[src/hdl/nve_pkg.sv]
// ----------------------------------------------------------------------------
// nve_pkg
// Types and constants of the nibble varint encoder.
// ----------------------------------------------------------------------------
package nve_pkg;

  localparam int unsigned ValueW = 31;
  localparam int unsigned NibW   = 4;
  localparam int unsigned ByteW  = 8;
  localparam int unsigned MaxBytes = 5;
  localparam int unsigned BufW   = MaxBytes * ByteW;
  localparam int unsigned CntW   = 3;

  // Upper bounds of the code length classes
  localparam logic [ValueW-1:0] Lim1N = 31'h6;
  localparam logic [ValueW-1:0] Lim2N = 31'h3f;
  localparam logic [ValueW-1:0] Lim3N = 31'h1ff;
  localparam logic [ValueW-1:0] Lim4N = 31'hfff;
  localparam logic [ValueW-1:0] Lim5N = 31'h7fff;
  localparam logic [ValueW-1:0] Lim6N = 31'h3ffff;
  localparam logic [ValueW-1:0] Lim7N = 31'h1fffff;
  localparam logic [ValueW-1:0] Lim8N = 31'hffffff;

  // Input action codes
  localparam logic ActEncode = 1'b0;
  localparam logic ActFlush  = 1'b1;

  // Encoded bytes of one item and the half byte it leaves behind
  typedef struct packed {
    logic [BufW-1:0] bytes;
    logic [CntW-1:0] cnt;
    logic            half_vld;
    logic [NibW-1:0] half_nib;
  } nve_enc_t;

endpackage

[src/hdl/nve_if.sv]
// ----------------------------------------------------------------------------
// nve_in_if / nve_out_if
// Valid/ready channels for input items and output bytes.
// ----------------------------------------------------------------------------
interface nve_in_if;
  logic                      valid;
  logic                      ready;
  logic                      action;
  logic [nve_pkg::ValueW-1:0] value;

  modport source (output valid, output action, output value, input ready);
  modport sink   (input valid, input action, input value, output ready);
endinterface

interface nve_out_if;
  logic                      valid;
  logic                      ready;
  logic [nve_pkg::ByteW-1:0] out_byte;
  logic                      last;

  modport source (output valid, output out_byte, output last, input ready);
  modport sink   (input valid, input out_byte, input last, output ready);
endinterface

[src/hdl/nve_encode.sv]
// ----------------------------------------------------------------------------
// nve_encode
// Builds the nibble code of one item, merges the held nibble and packs bytes.
// ----------------------------------------------------------------------------
module nve_encode (
  input  logic                        action_i,
  input  logic [nve_pkg::ValueW-1:0]  value_i,
  input  logic                        half_vld_i,
  input  logic [nve_pkg::NibW-1:0]    half_nib_i,
  output nve_pkg::nve_enc_t           enc_o
);

  logic [39:0] code;
  logic [3:0]  len;
  logic [43:0] seq;
  logic [43:0] sh;
  logic [3:0]  tot;

  always_comb begin
    code = '0;
    len  = '0;
    // pick the code class, left-align the code nibbles
    priority if (value_i <= nve_pkg::Lim1N) begin
      code = {value_i[3:0], 36'd0};
      len  = 4'd1;
    end else if (value_i <= nve_pkg::Lim2N) begin
      code = {2'b10, value_i[5:0], 32'd0};
      len  = 4'd2;
    end else if (value_i <= nve_pkg::Lim3N) begin
      code = {3'b110, value_i[8:0], 28'd0};
      len  = 4'd3;
    end else if (value_i <= nve_pkg::Lim4N) begin
      code = {4'he, value_i[11:0], 24'd0};
      len  = 4'd4;
    end else if (value_i <= nve_pkg::Lim5N) begin
      code = {4'hf, value_i[15:0], 20'd0};
      len  = 4'd5;
    end else if (value_i <= nve_pkg::Lim6N) begin
      code = {4'hf, 2'b10, value_i[17:0], 16'd0};
      len  = 4'd6;
    end else if (value_i <= nve_pkg::Lim7N) begin
      code = {4'hf, 3'b110, value_i[20:0], 12'd0};
      len  = 4'd7;
    end else if (value_i <= nve_pkg::Lim8N) begin
      code = {8'hfe, value_i[23:0], 8'd0};
      len  = 4'd8;
    end else begin
      code = {8'h74, 1'b0, value_i};
      len  = 4'd10;
    end

    // prepend the held nibble, if any
    seq = half_vld_i ? {half_nib_i, code} : {code, 4'd0};
    tot = len + {3'd0, half_vld_i};
    sh  = seq << {tot - 4'd1, 2'b00};

    enc_o.bytes    = seq[43:4];
    enc_o.cnt      = tot[3:1];
    enc_o.half_vld = tot[0];
    enc_o.half_nib = tot[0] ? sh[43:40] : 4'd0;

    // flush: emit the held nibble with a zero low half
    if (action_i == nve_pkg::ActFlush) begin
      enc_o.bytes    = {half_nib_i, 36'd0};
      enc_o.cnt      = {2'd0, half_vld_i};
      enc_o.half_vld = 1'b0;
      enc_o.half_nib = 4'd0;
    end
  end

endmodule

[src/hdl/nve_byte_buf.sv]
// ----------------------------------------------------------------------------
// nve_byte_buf
// Result register: holds the bytes of one item and hands them out one a word.
// ----------------------------------------------------------------------------
module nve_byte_buf (
  input  logic                       clk_i,
  input  logic                       rst_ni,
  input  logic                       load_i,
  input  nve_pkg::nve_enc_t          enc_i,
  input  logic                       out_ready_i,
  output logic                       out_valid_o,
  output logic [nve_pkg::ByteW-1:0]  out_byte_o,
  output logic                       out_last_o,
  output logic                       free_o
);

  logic [nve_pkg::BufW-1:0] buf_q, buf_d;
  logic [nve_pkg::CntW-1:0] cnt_q, cnt_d;
  logic [nve_pkg::CntW-1:0] idx_q, idx_d;
  logic [nve_pkg::BufW-1:0] sel;
  logic                     fire;

  // present the current byte
  assign sel         = buf_q << {idx_q, 3'b000};
  assign out_valid_o = (cnt_q != '0);
  assign out_byte_o  = sel[nve_pkg::BufW-1 -: nve_pkg::ByteW];
  assign out_last_o  = (idx_q == cnt_q - 3'd1);
  assign fire        = out_valid_o && out_ready_i;
  assign free_o      = (cnt_q == '0) || (fire && out_last_o);

  // load a new item or advance through the held one
  always_comb begin
    buf_d = buf_q;
    cnt_d = cnt_q;
    idx_d = idx_q;
    if (load_i) begin
      buf_d = enc_i.bytes;
      cnt_d = enc_i.cnt;
      idx_d = '0;
    end else if (fire) begin
      if (out_last_o) begin
        cnt_d = '0;
        idx_d = '0;
      end else begin
        idx_d = idx_q + 3'd1;
      end
    end
  end

  always_ff @(posedge clk_i or negedge rst_ni) begin
    if (!rst_ni) begin
      cnt_q <= '0;
      idx_q <= '0;
    end else begin
      cnt_q <= cnt_d;
      idx_q <= idx_d;
    end
  end

  always_ff @(posedge clk_i) begin
    buf_q <= buf_d;
  end

endmodule

[src/hdl/nibble_varint_encoder_core.sv]
// An item passes the input register and then the result register before its
// first byte shows. Throughput: one output word per cycle while the output is
// ready; an item holds the result register until its last byte is taken.
// The next item is taken while the last byte of the previous one goes out.
// Reset (rst_ni low, asynchronous) empties both registers and drops the held
// nibble.
// ----------------------------------------------------------------------------
// nibble_varint_encoder_core
// Prefix-coded nibble varint encoder packing codes into a byte stream.
// ----------------------------------------------------------------------------
module nibble_varint_encoder_core (
  input  logic       clk_i,
  input  logic       rst_ni,
  nve_in_if.sink     in_i,
  nve_out_if.source  out_o
);

  logic                       in_vld_q, in_vld_d;
  logic                       action_q;
  logic [nve_pkg::ValueW-1:0] value_q;
  logic                       half_vld_q, half_vld_d;
  logic [nve_pkg::NibW-1:0]   half_nib_q, half_nib_d;
  logic                       in_fire;
  logic                       load;
  logic                       buf_free;
  nve_pkg::nve_enc_t          enc;

  // move the input word on when the result register frees up
  assign load       = in_vld_q && buf_free;
  assign in_i.ready = !in_vld_q || load;
  assign in_fire    = in_i.valid && in_i.ready;

  always_comb begin
    in_vld_d   = in_vld_q;
    half_vld_d = half_vld_q;
    half_nib_d = half_nib_q;
    if (load) begin
      in_vld_d   = 1'b0;
      half_vld_d = enc.half_vld;
      half_nib_d = enc.half_nib;
    end
    if (in_fire) begin
      in_vld_d = 1'b1;
    end
  end

  always_ff @(posedge clk_i or negedge rst_ni) begin
    if (!rst_ni) begin
      in_vld_q   <= 1'b0;
      half_vld_q <= 1'b0;
      half_nib_q <= '0;
    end else begin
      in_vld_q   <= in_vld_d;
      half_vld_q <= half_vld_d;
      half_nib_q <= half_nib_d;
    end
  end

  // capture the input payload
  always_ff @(posedge clk_i) begin
    if (in_fire) begin
      action_q <= in_i.action;
      value_q  <= in_i.value;
    end
  end

  nve_encode u_encode (
    .action_i   (action_q),
    .value_i    (value_q),
    .half_vld_i (half_vld_q),
    .half_nib_i (half_nib_q),
    .enc_o      (enc)
  );

  nve_byte_buf u_byte_buf (
    .clk_i       (clk_i),
    .rst_ni      (rst_ni),
    .load_i      (load),
    .enc_i       (enc),
    .out_ready_i (out_o.ready),
    .out_valid_o (out_o.valid),
    .out_byte_o  (out_o.out_byte),
    .out_last_o  (out_o.last),
    .free_o      (buf_free)
  );

endmodule

[src/flat_wrapper.sv]
// flat-port wrapper written by rule: the top's interface ports become plain ports
module nibble_varint_encoder_core_flat 
  (clk_i, rst_ni, in_i_valid, in_i_action, in_i_value, in_i_ready, out_o_valid, out_o_out_byte, out_o_last, out_o_ready);
  nve_in_if in_i_i ();
  nve_out_if out_o_i ();
  input  logic clk_i;
  input  logic rst_ni;
  input wire logic [$bits(in_i_i.valid)-1:0] in_i_valid;
  input wire logic [$bits(in_i_i.action)-1:0] in_i_action;
  input wire logic [$bits(in_i_i.value)-1:0] in_i_value;
  output wire logic [$bits(in_i_i.ready)-1:0] in_i_ready;
  output wire logic [$bits(out_o_i.valid)-1:0] out_o_valid;
  output wire logic [$bits(out_o_i.out_byte)-1:0] out_o_out_byte;
  output wire logic [$bits(out_o_i.last)-1:0] out_o_last;
  input wire logic [$bits(out_o_i.ready)-1:0] out_o_ready;
  assign in_i_i.valid = in_i_valid;
  assign in_i_i.action = in_i_action;
  assign in_i_i.value = in_i_value;
  assign in_i_ready = in_i_i.ready;
  assign out_o_valid = out_o_i.valid;
  assign out_o_out_byte = out_o_i.out_byte;
  assign out_o_last = out_o_i.last;
  assign out_o_i.ready = out_o_ready;
  nibble_varint_encoder_core u_core (.clk_i(clk_i), .rst_ni(rst_ni), .in_i(in_i_i), .out_o(out_o_i));
endmodule
[config.mk]
export PLATFORM = sky130hd
export DESIGN_NAME = nibble_varint_encoder_core_flat
export DESIGN_NICKNAME = d
export VERILOG_FILES = /design/src/hdl/nve_pkg.sv /design/src/hdl/nve_if.sv /design/src/hdl/nve_encode.sv /design/src/hdl/nve_byte_buf.sv /design/src/hdl/nibble_varint_encoder_core.sv /design/src/flat_wrapper.sv
export SDC_FILE = /design/constraint.sdc
export NUM_CORES = 1
export LEC_CHECK = 0
export ABC_AREA = 1
export ABC_CLOCK_PERIOD_IN_PS = 4500
export BUFFER_PORTS_ARGS = -buffer_cell sky130_fd_sc_hd__buf_2
export CAP_MARGIN = 20
export CORE_UTILIZATION = 61
export CTS_BUF_LIST = sky130_fd_sc_hd__clkbuf_4 sky130_fd_sc_hd__clkbuf_8 sky130_fd_sc_hd__clkbuf_16
export DETAILED_ROUTE_END_ITERATION = 6
export GPL_TIMING_DRIVEN = 1
export HOLD_SLACK_MARGIN = 0.02
export MAX_ROUTING_LAYER = met4
export PLACE_DENSITY = 0.83
export REMOVE_ABC_BUFFERS = 1
export SKIP_CTS_REPAIR_TIMING = 1
export SYNTH_ARGS = -nofsm -noshare
export SYNTH_HDL_FRONTEND = slang
export SYNTH_SLANG_ARGS = --single-unit
[constraint.sdc]
create_clock -name clk_i -period 4.5 [get_ports clk_i]
set_input_delay 0.45 -clock clk_i [delete_from_list [all_inputs] [get_ports clk_i]]
set_output_delay 0.45 -clock clk_i [all_outputs]
set_load 0.05 [all_outputs]
==> metrics.yaml, run 1 <==
status: "finished, final reports clean"
cts_buffers: 9
clock_sinks: 84
clock_path_buffers: 2
ys_async_sr_fraction_pct: 14.3
rsz0062_at_grt: "false"
layout_commonest_cell: "nand2_1"
totalWireLength_mm: 16.4
skew_ns: 0.0113
drcViolationCount: 0
detail_route.wl_per_cell_um: 17.2
relSlewSlack_pct: 53.1
crit_path_end_kind: "flip-flop"
grt_pass1_wl_mm: 25.7
synth_compound_area_share_pct: 15.3
yosysSeqAreaShare_pct: 42.1
period_needed_ns: 3.98
synthMuxAreaShare_pct: 0.171
cp_cell_sequence: "nor2_1 -> nand2_2 -> nor2_8 -> nand2_4 -> clkinv_4 -> nand2_2 -> inv_2 -> o211ai_1 -> nand2_1 -> ha_1 -> inv_1 -> buf_4 -> ha_1 -> inv_1 -> nor2_1 -> nand2_1 -> nand2_1 -> nor2_1 -> nor2_1 -> nor2_1 -> nand3_1 -> nand2_1"
synth_top_cell_by_area: "edfxtp_1"
fmax_mhz: 251
gp_congestion: 1.05
worst-path-buf-inv: 5
gr-total-overflow: 0
dpl-instance-area_um2: 6140
worstPathArrival_ns: 4.29
synth_fa_ha_area_share_pct: 1.28
hpwl_mm: 12.4
tns_ns: 0
min_path_type: "primary input to flip-flop"
layout-area-overhead-vs-synth_pct: 8.46
crit_required_ns: 4.80
post-route-period-util_pct: 88.5
ys_types: 46
h-tree-depth: 3
avgSynthCellArea_um2: 7.42
ys.flop_type: "edfxtp_1"
p_leak_nw: 2.85
worst-setup-path-type: "flip-flop to flip-flop"
portBuffers: 46
drtIter0Drc: 466
slew_viol_final: 0
synth_top_family_by_area: "simple AND/OR/NAND/NOR gates"
tightest_slew_ns: 0.702
hold_viol: 0
diodes: 0
grt_pass1_vias: 5071
die_h_um: 100
num-nets-final: 863
die_w_um: 100
setup_viol: 0
crit_slowest_cell: "edfxtp_1"
synth_xor_area_share_pct: 0.919
final_cell_mix: "nand2_1 (217), nand3_1 (86), inv_1 (80), edfxtp_1 (72), nor2_1 (69)"
io_pins: 47
worstPathMaxFanout: 21
synth_area_um2: 5850
cpMostUsedCell: "nor2_1"
synth_top_area_share_pct: 36.9
final_core_util_pct: 68.4
drv_cap: 0
ant_nets: 0
ys_warn_count: 0
grt_max_degree: 45
fin_area_um2: 6350
grt_use_total_pct: 34.7
n_fill_cell: 821
coreArea_um2: 9280
cts_tree: "yes"
dpl.cell_count: 938
synth-edff-count: 72
die-area_um2: 9990
ys_top_cells_by_area: "edfxtp_1 (37%), nand2_1 (14%), nand3_1 (7.4%)"
ys_ff_latch: 84
antenna_found_initial: 0
cellPowerDensity_nw_per_um2: 664
total_power_mw: 4.22
clock-root-buffer: "clkbuf_8"
via_count: 5599
clkLatencyLatePin_ns: 0.37
critPathMaxStageDelay_ns: 0.43
start_util_pct: 63.1
start_kind: "flip-flop"
postSynthCellCount: 789
rows: 35
synth-simple-area-share_pct: 31.4
vdd_drop_max_mv: 0.462
clk_pin_slew_worst_paths_ns: 0.09
drtPass1Iterations: 5
cp_top_family: "simple AND/OR/NAND/NOR gates"
drive_gt1_share_pct: 13.0
fin_cells: 955
vias_per_cell: 5.86
[worst reg2reg max path, cell delays in order, from the launching register on]
cell and delay (ns):
edfxtp_1 0.43, nor2_1 0.19, nand2_2 0.15, nor2_8 0.31, nand2_4 0.24, clkinv_4 0.18
nand2_2 0.07, inv_2 0.24, o211ai_1 0.13, nand2_1 0.08, ha_1 0.25, inv_1 0.06
buf_4 0.19, ha_1 0.37, inv_1 0.41, nor2_1 0.11, nand2_1 0.08, nand2_1 0.04
nor2_1 0.11, nor2_1 0.05, nor2_1 0.09, nand3_1 0.09, nand2_1 0.06
[power by group]
part,internal (mW),switching (mW)
Combinational,0.628,1.56
Clock,0.258,0.293
Sequential,1.27,0.208
Total,2.16,2.06
[kinds of logic after synthesis]
kind of cell,Yosys count
XOR/XNOR,4
AO/OA/AOI/OAI,153
buffers and inverters,125
adder cells (fa/ha/maj),6
multiplexers,1
AND/OR/NAND/NOR,416
flip-flops,84
[cell usage after synthesis (2+ instances only)]
cell / instances
edfxtp_1: 72
clkinv_1: 4
a21oi_1: 48
ha_1: 6
nand3_2: 3
o21ai_0: 62
buf_2: 8
dfrtp_1: 12
a211oi_1: 4
nand2_1: 217
nand3_1: 86
o22ai_1: 2
o211ai_1: 16
a21oi_2: 2
o21ai_1: 3
nand4_1: 14
buf_6: 3
or2_2: 3
clkbuf_1: 17
xnor2_1: 2
nand2_4: 3
inv_2: 3
inv_1: 80
nor2_2: 3
nor3_1: 4
buf_4: 4
nor2_1: 69
nor2_4: 2
a221o_1: 8
nand2_2: 10
buf_1: 4
[flip-flops by register name, indices dropped and copies added, names as in the netlist]
register                 cells
u_core.action_q              1
u_core.u_byte_buf.cnt_q      3
u_core.half_nib_q            4
u_core.in_vld_q              1
u_core.half_vld_q            1
u_core.u_byte_buf.buf_q     40
u_core.value_q              31
u_core.u_byte_buf.idx_q      3
[path summary, 6_finish.rpt]
check | startpoint | endpoint | slack [ns] | depth (start not counted)
max | u_core.value_q[29]$_DFFE_PP_ | u_core.half_nib_q[3]$_DFFE_PN0P_ | 0.52 | 22
min | in_i_value[0] | u_core.value_q[0]$_DFFE_PP_ | 0.25 | 1
max reg2reg | u_core.value_q[29]$_DFFE_PP_ | u_core.half_nib_q[3]$_DFFE_PN0P_ | 0.52 | 22
min reg2reg | u_core.half_nib_q[0]$_DFFE_PN0P_ | u_core.half_nib_q[0]$_DFFE_PN0P_ | 0.51 | 2
max in group asynchronous | rst_ni | u_core.half_nib_q[1]$_DFFE_PN0P_ | 3.76 | 2
min in group asynchronous | rst_ni | u_core.u_byte_buf.cnt_q[2]$_DFFE_PN0P_ | 0.50 | 2
[routing by layer]
metal	global-route usage, %	part of all wire, %
met3	5.71	8.2
met4	13.6	3.5
met1	44.4	42
met5	-	0
met2	55.2	47
[through the flow]
stage | hold slack (ns) | setup slack, ns
after floorplan | 0.154 | 0.799
after global placement | 0.351 | 0.698
after detailed placement | 0.353 | 0.624
after CTS | -0.0393 | 0.595
after global routing | 0.239 | 0.176
final | 0.249 | 0.518
[layout make-up]
type	count	area (um2)	area share [%]
Clock buffer	9	124	1.95
Clock inverter	7	75.1	1.18
Inverter	88	335	5.28
Multi-Input combinational cell	580	2870	45.2
Sequential cell	84	2460	38.8
Tap cell	129	161	2.54
Timing Repair Buffer	58	323	5.08
Note: power is estimated with default switching activity, not from simulation.
==> run 2: changes to the inputs <==
--- a/config.mk
+++ b/config.mk
@@ -7,11 +7,11 @@
 export LEC_CHECK = 0
 export ABC_AREA = 1
 export ABC_CLOCK_PERIOD_IN_PS = 4500
-export BUFFER_PORTS_ARGS = -buffer_cell sky130_fd_sc_hd__buf_2
 export CAP_MARGIN = 20
-export CORE_UTILIZATION = 61
+export CORE_UTILIZATION = 65
 export CTS_BUF_LIST = sky130_fd_sc_hd__clkbuf_4 sky130_fd_sc_hd__clkbuf_8 sky130_fd_sc_hd__clkbuf_16
 export DETAILED_ROUTE_END_ITERATION = 6
+export DONT_BUFFER_PORTS = 1
 export GPL_TIMING_DRIVEN = 1
 export HOLD_SLACK_MARGIN = 0.02
 export MAX_ROUTING_LAYER = met4
==> run 2 against run 1 <==
  * Design area down 3.4%
  * Critical path depth unchanged
  * Highest routed layer unchanged
  * Combinational power down 2%
==> metrics.yaml, run 2 (same netlist as run 1, synthesis figures left out) <==
ant_nets: 0  # unchanged
via_count: 5681  # +1.5%
hpwl_mm: 12.2  # -1.3%
total_power_mw: 4.21  # -0.23%
num-nets-final: 819  # -5.1%
start_kind: "flip-flop"
clk_pin_slew_worst_paths_ns: 0.09  # about the same
sw_frac_of_total_pct: 48.7  # -0.20 points
drive_gt1_share_pct: 8.18  # -4.8 points
die-area_um2: 9390  # -6.0%
portBuffers: 0  # -100%
tightest_slew_ns: 0.959  # +0.256 ns
clkLatencyLatePin_ns: 0.36  # about the same
layout_commonest_cell: "nand2_1"
regArea_um2: 2460  # unchanged
dpl.cell_count: 873  # -6.9%
gr-total-overflow: 0  # unchanged
r2r_cells: 22  # unchanged
clock-root-buffer: "clkbuf_8"
worst-setup-path-type: "flip-flop to flip-flop"
io_pins: 47  # unchanged
grt_pass1_vias: 5205  # +2.6%
vdd_drop_max_mv: 0.302  # -35%
h-tree-depth: 3  # unchanged
cellPowerDensity_nw_per_um2: 686  # +3.3%
top_regs: "u_core.u_byte_buf.buf_q: 40 flops, u_core.value_q: 31 flops, u_core.half_nib_q: 4 flops"
grt_pass1_wl_mm: 26.1  # +1.6%
largest_reg_flops: 40  # unchanged
min_path_type: "primary input to flip-flop"
start_util_pct: 67.1  # +4.1 points
fin_cells: 890  # -6.8%
drtIter0Drc: 653  # +40%
net-switching-power_mw: 2.05  # -0.65%
grt_use_total_pct: 36.1  # +1.5 points
slew_viol_final: 0  # unchanged
worstReg2RegEnd: "u_core.half_nib_q[2]$_DFFE_PN0P_"
worstPathArrival_ns: 4.01  # -0.28 ns
tns_ns: 0  # unchanged
die_w_um: 96.9  # -3.1%
rr_startpoint: "u_core.value_q[27]$_DFFE_PP_"
drtPass1Iterations: 7  # +2
status: "finished, final reports clean"
regMostFlops: "u_core.u_byte_buf.buf_q"
crit_path_end_kind: "flip-flop"
cts_tree: "yes"
crit_required_ns: 4.80  # about the same
final_cell_mix: "nand2_1 (217), nand3_1 (86), inv_1 (80), edfxtp_1 (72), nor2_1 (69)"
multiInputGateArea_um2: 2870  # unchanged
skew_ns: 0.0120  # +0.000731 ns
worst-path-buf-inv: 5  # unchanged
relSlewSlack_pct: 35.7  # -17 points
drv_cap: 0  # unchanged
crit_slowest_cell: "edfxtp_1"
whs_endpoint: "u_core.value_q[9]$_DFFE_PP_"
fmax_mhz: 270  # +7.3%
critPathMaxStageDelay_ns: 0.40  # -0.03 ns
hold_viol: 0  # unchanged
detail_route.wl_per_cell_um: 18.3  # +6.5%
n_fill_cell: 702  # -14%
clock_sinks: 84  # unchanged
setup_slack_ns: 0.791  # +0.273 ns
rrSetupSlack_ns: 0.79  # +0.27 ns
p_int_mw: 2.16  # +0.16%
drcViolationCount: 0  # unchanged
totalWireLength_mm: 16.3  # -0.75%
p_seq_share_pct: 34.7  # -0.3 points
rsz0062_at_grt: "false"
grt_max_degree: 44  # -2.2%
combPwrFrac_pct: 51.1  # -0.8 points
coreArea_um2: 8720  # -6.1%
diodes: 0  # unchanged
cp_cell_sequence: "nor2_1 -> nand2_2 -> nor2_8 -> nand2_4 -> clkinv_4 -> nand2_2 -> inv_2 -> o211ai_1 -> nand2_1 -> ha_1 -> inv_1 -> buf_4 -> ha_1 -> inv_1 -> a21oi_1 -> nand2_1 -> nand2_1 -> nor2_1 -> nor2_1 -> nor2_1 -> nand3_1 -> nand2_1"
vias_per_cell: 6.38  # +8.9%
post-route-period-util_pct: 82.4  # -6.1 points
cts_buffers: 9  # unchanged
cp_top_family: "simple AND/OR/NAND/NOR gates"
hold_start: "in_i_value[9]"
clockPowerShare_pct: 14.2  # +1.1 points
layout-area-overhead-vs-synth_pct: 4.72
clock_path_buffers: 2  # unchanged
hold_path_depth: 0  # -1
antenna_found_initial: 0  # unchanged
dp_slack_ns: 0.888  # +0.264 ns
setup_viol: 0  # unchanged
period_needed_ns: 3.71  # -0.273 ns
die_h_um: 96.9  # -3.1%
worstPathMaxFanout: 21  # unchanged
rows: 34  # -2.9%
gp_congestion: 1.04  # -1.1%
final_core_util_pct: 70.3  # +1.9 points
p_leak_nw: 2.69  # -5.7%
==> run 2: layer usage <==
metal / part of all wire (%) / routed length, um / global-route usage (%) / vias to the layer above
li1: - / - / - / 2640
met1: 40 / 6520 / 45.3 / 2599
met2: 48 / 7850 / 59.0 / 378
met3: 8.9 / 1450 / 5.64 / 64
met4: 3.1 / 514 / 14.1 / 0
met5: 0 / 0 / - / -
==> run 2: how the worst max path moves through the flow <==
stage / cells after the start / startpoint / endpoint
after CTS: 22 / u_core.value_q[27]$_DFFE_PP_ / u_core.half_nib_q[3]$_DFFE_PN0P_
after detailed placement: 22 / u_core.value_q[27]$_DFFE_PP_ / u_core.half_nib_q[3]$_DFFE_PN0P_
after global routing: 24 / u_core.value_q[27]$_DFFE_PP_ / u_core.half_nib_q[1]$_DFFE_PN0P_
after global placement: 23 / u_core.value_q[14]$_DFFE_PP_ / u_core.half_nib_q[1]$_DFFE_PN0P_
after floorplan: 23 / u_core.value_q[26]$_DFFE_PP_ / u_core.half_nib_q[1]$_DFFE_PN0P_
final: 22 / u_core.value_q[27]$_DFFE_PP_ / u_core.half_nib_q[2]$_DFFE_PN0P_
==> run 2: through the flow <==
step	hold WS (ns)	area, um2
floorplan	0.154	5670
global placement	0.155	5900
detailed placement	0.155	5900
CTS	-0.232	6120
global route	0.170	6130
finish	0.182	6130
==> run 2: area by class of cell <==
class,instances,area share (%)
multi-input cells,580,46.8
flip-flops and latches,84,40.2
inverters,88,5.47
well taps,108,2.20
clock buffers,9,2.02
repair buffers,14,1.76
clock inverters,7,1.59
==> run 2: worst reg2reg max path, delay by kind of cell (launching register included) <==
family | cells | cell delay [ns]
AND/OR/NAND/NOR | 13 | 1.54
buffers and inverters | 5 | 0.98
flip-flops | 1 | 0.40
AO/OA/AOI/OAI | 2 | 0.22
adder cells (fa/ha/maj) | 2 | 0.51
==> run 2: power groups by stage <==
stage,Combinational (mW),Clock (mW),Sequential [mW]
3_5_place_dp,2.09,0,1.47
5_1_grt,2.35,0.631,1.49
3_3_place_gp,2.04,0,1.46
4_1_cts,2.11,0.602,1.45
2_1_floorplan,1.55,0,1.46
6_report,2.15,0.599,1.46
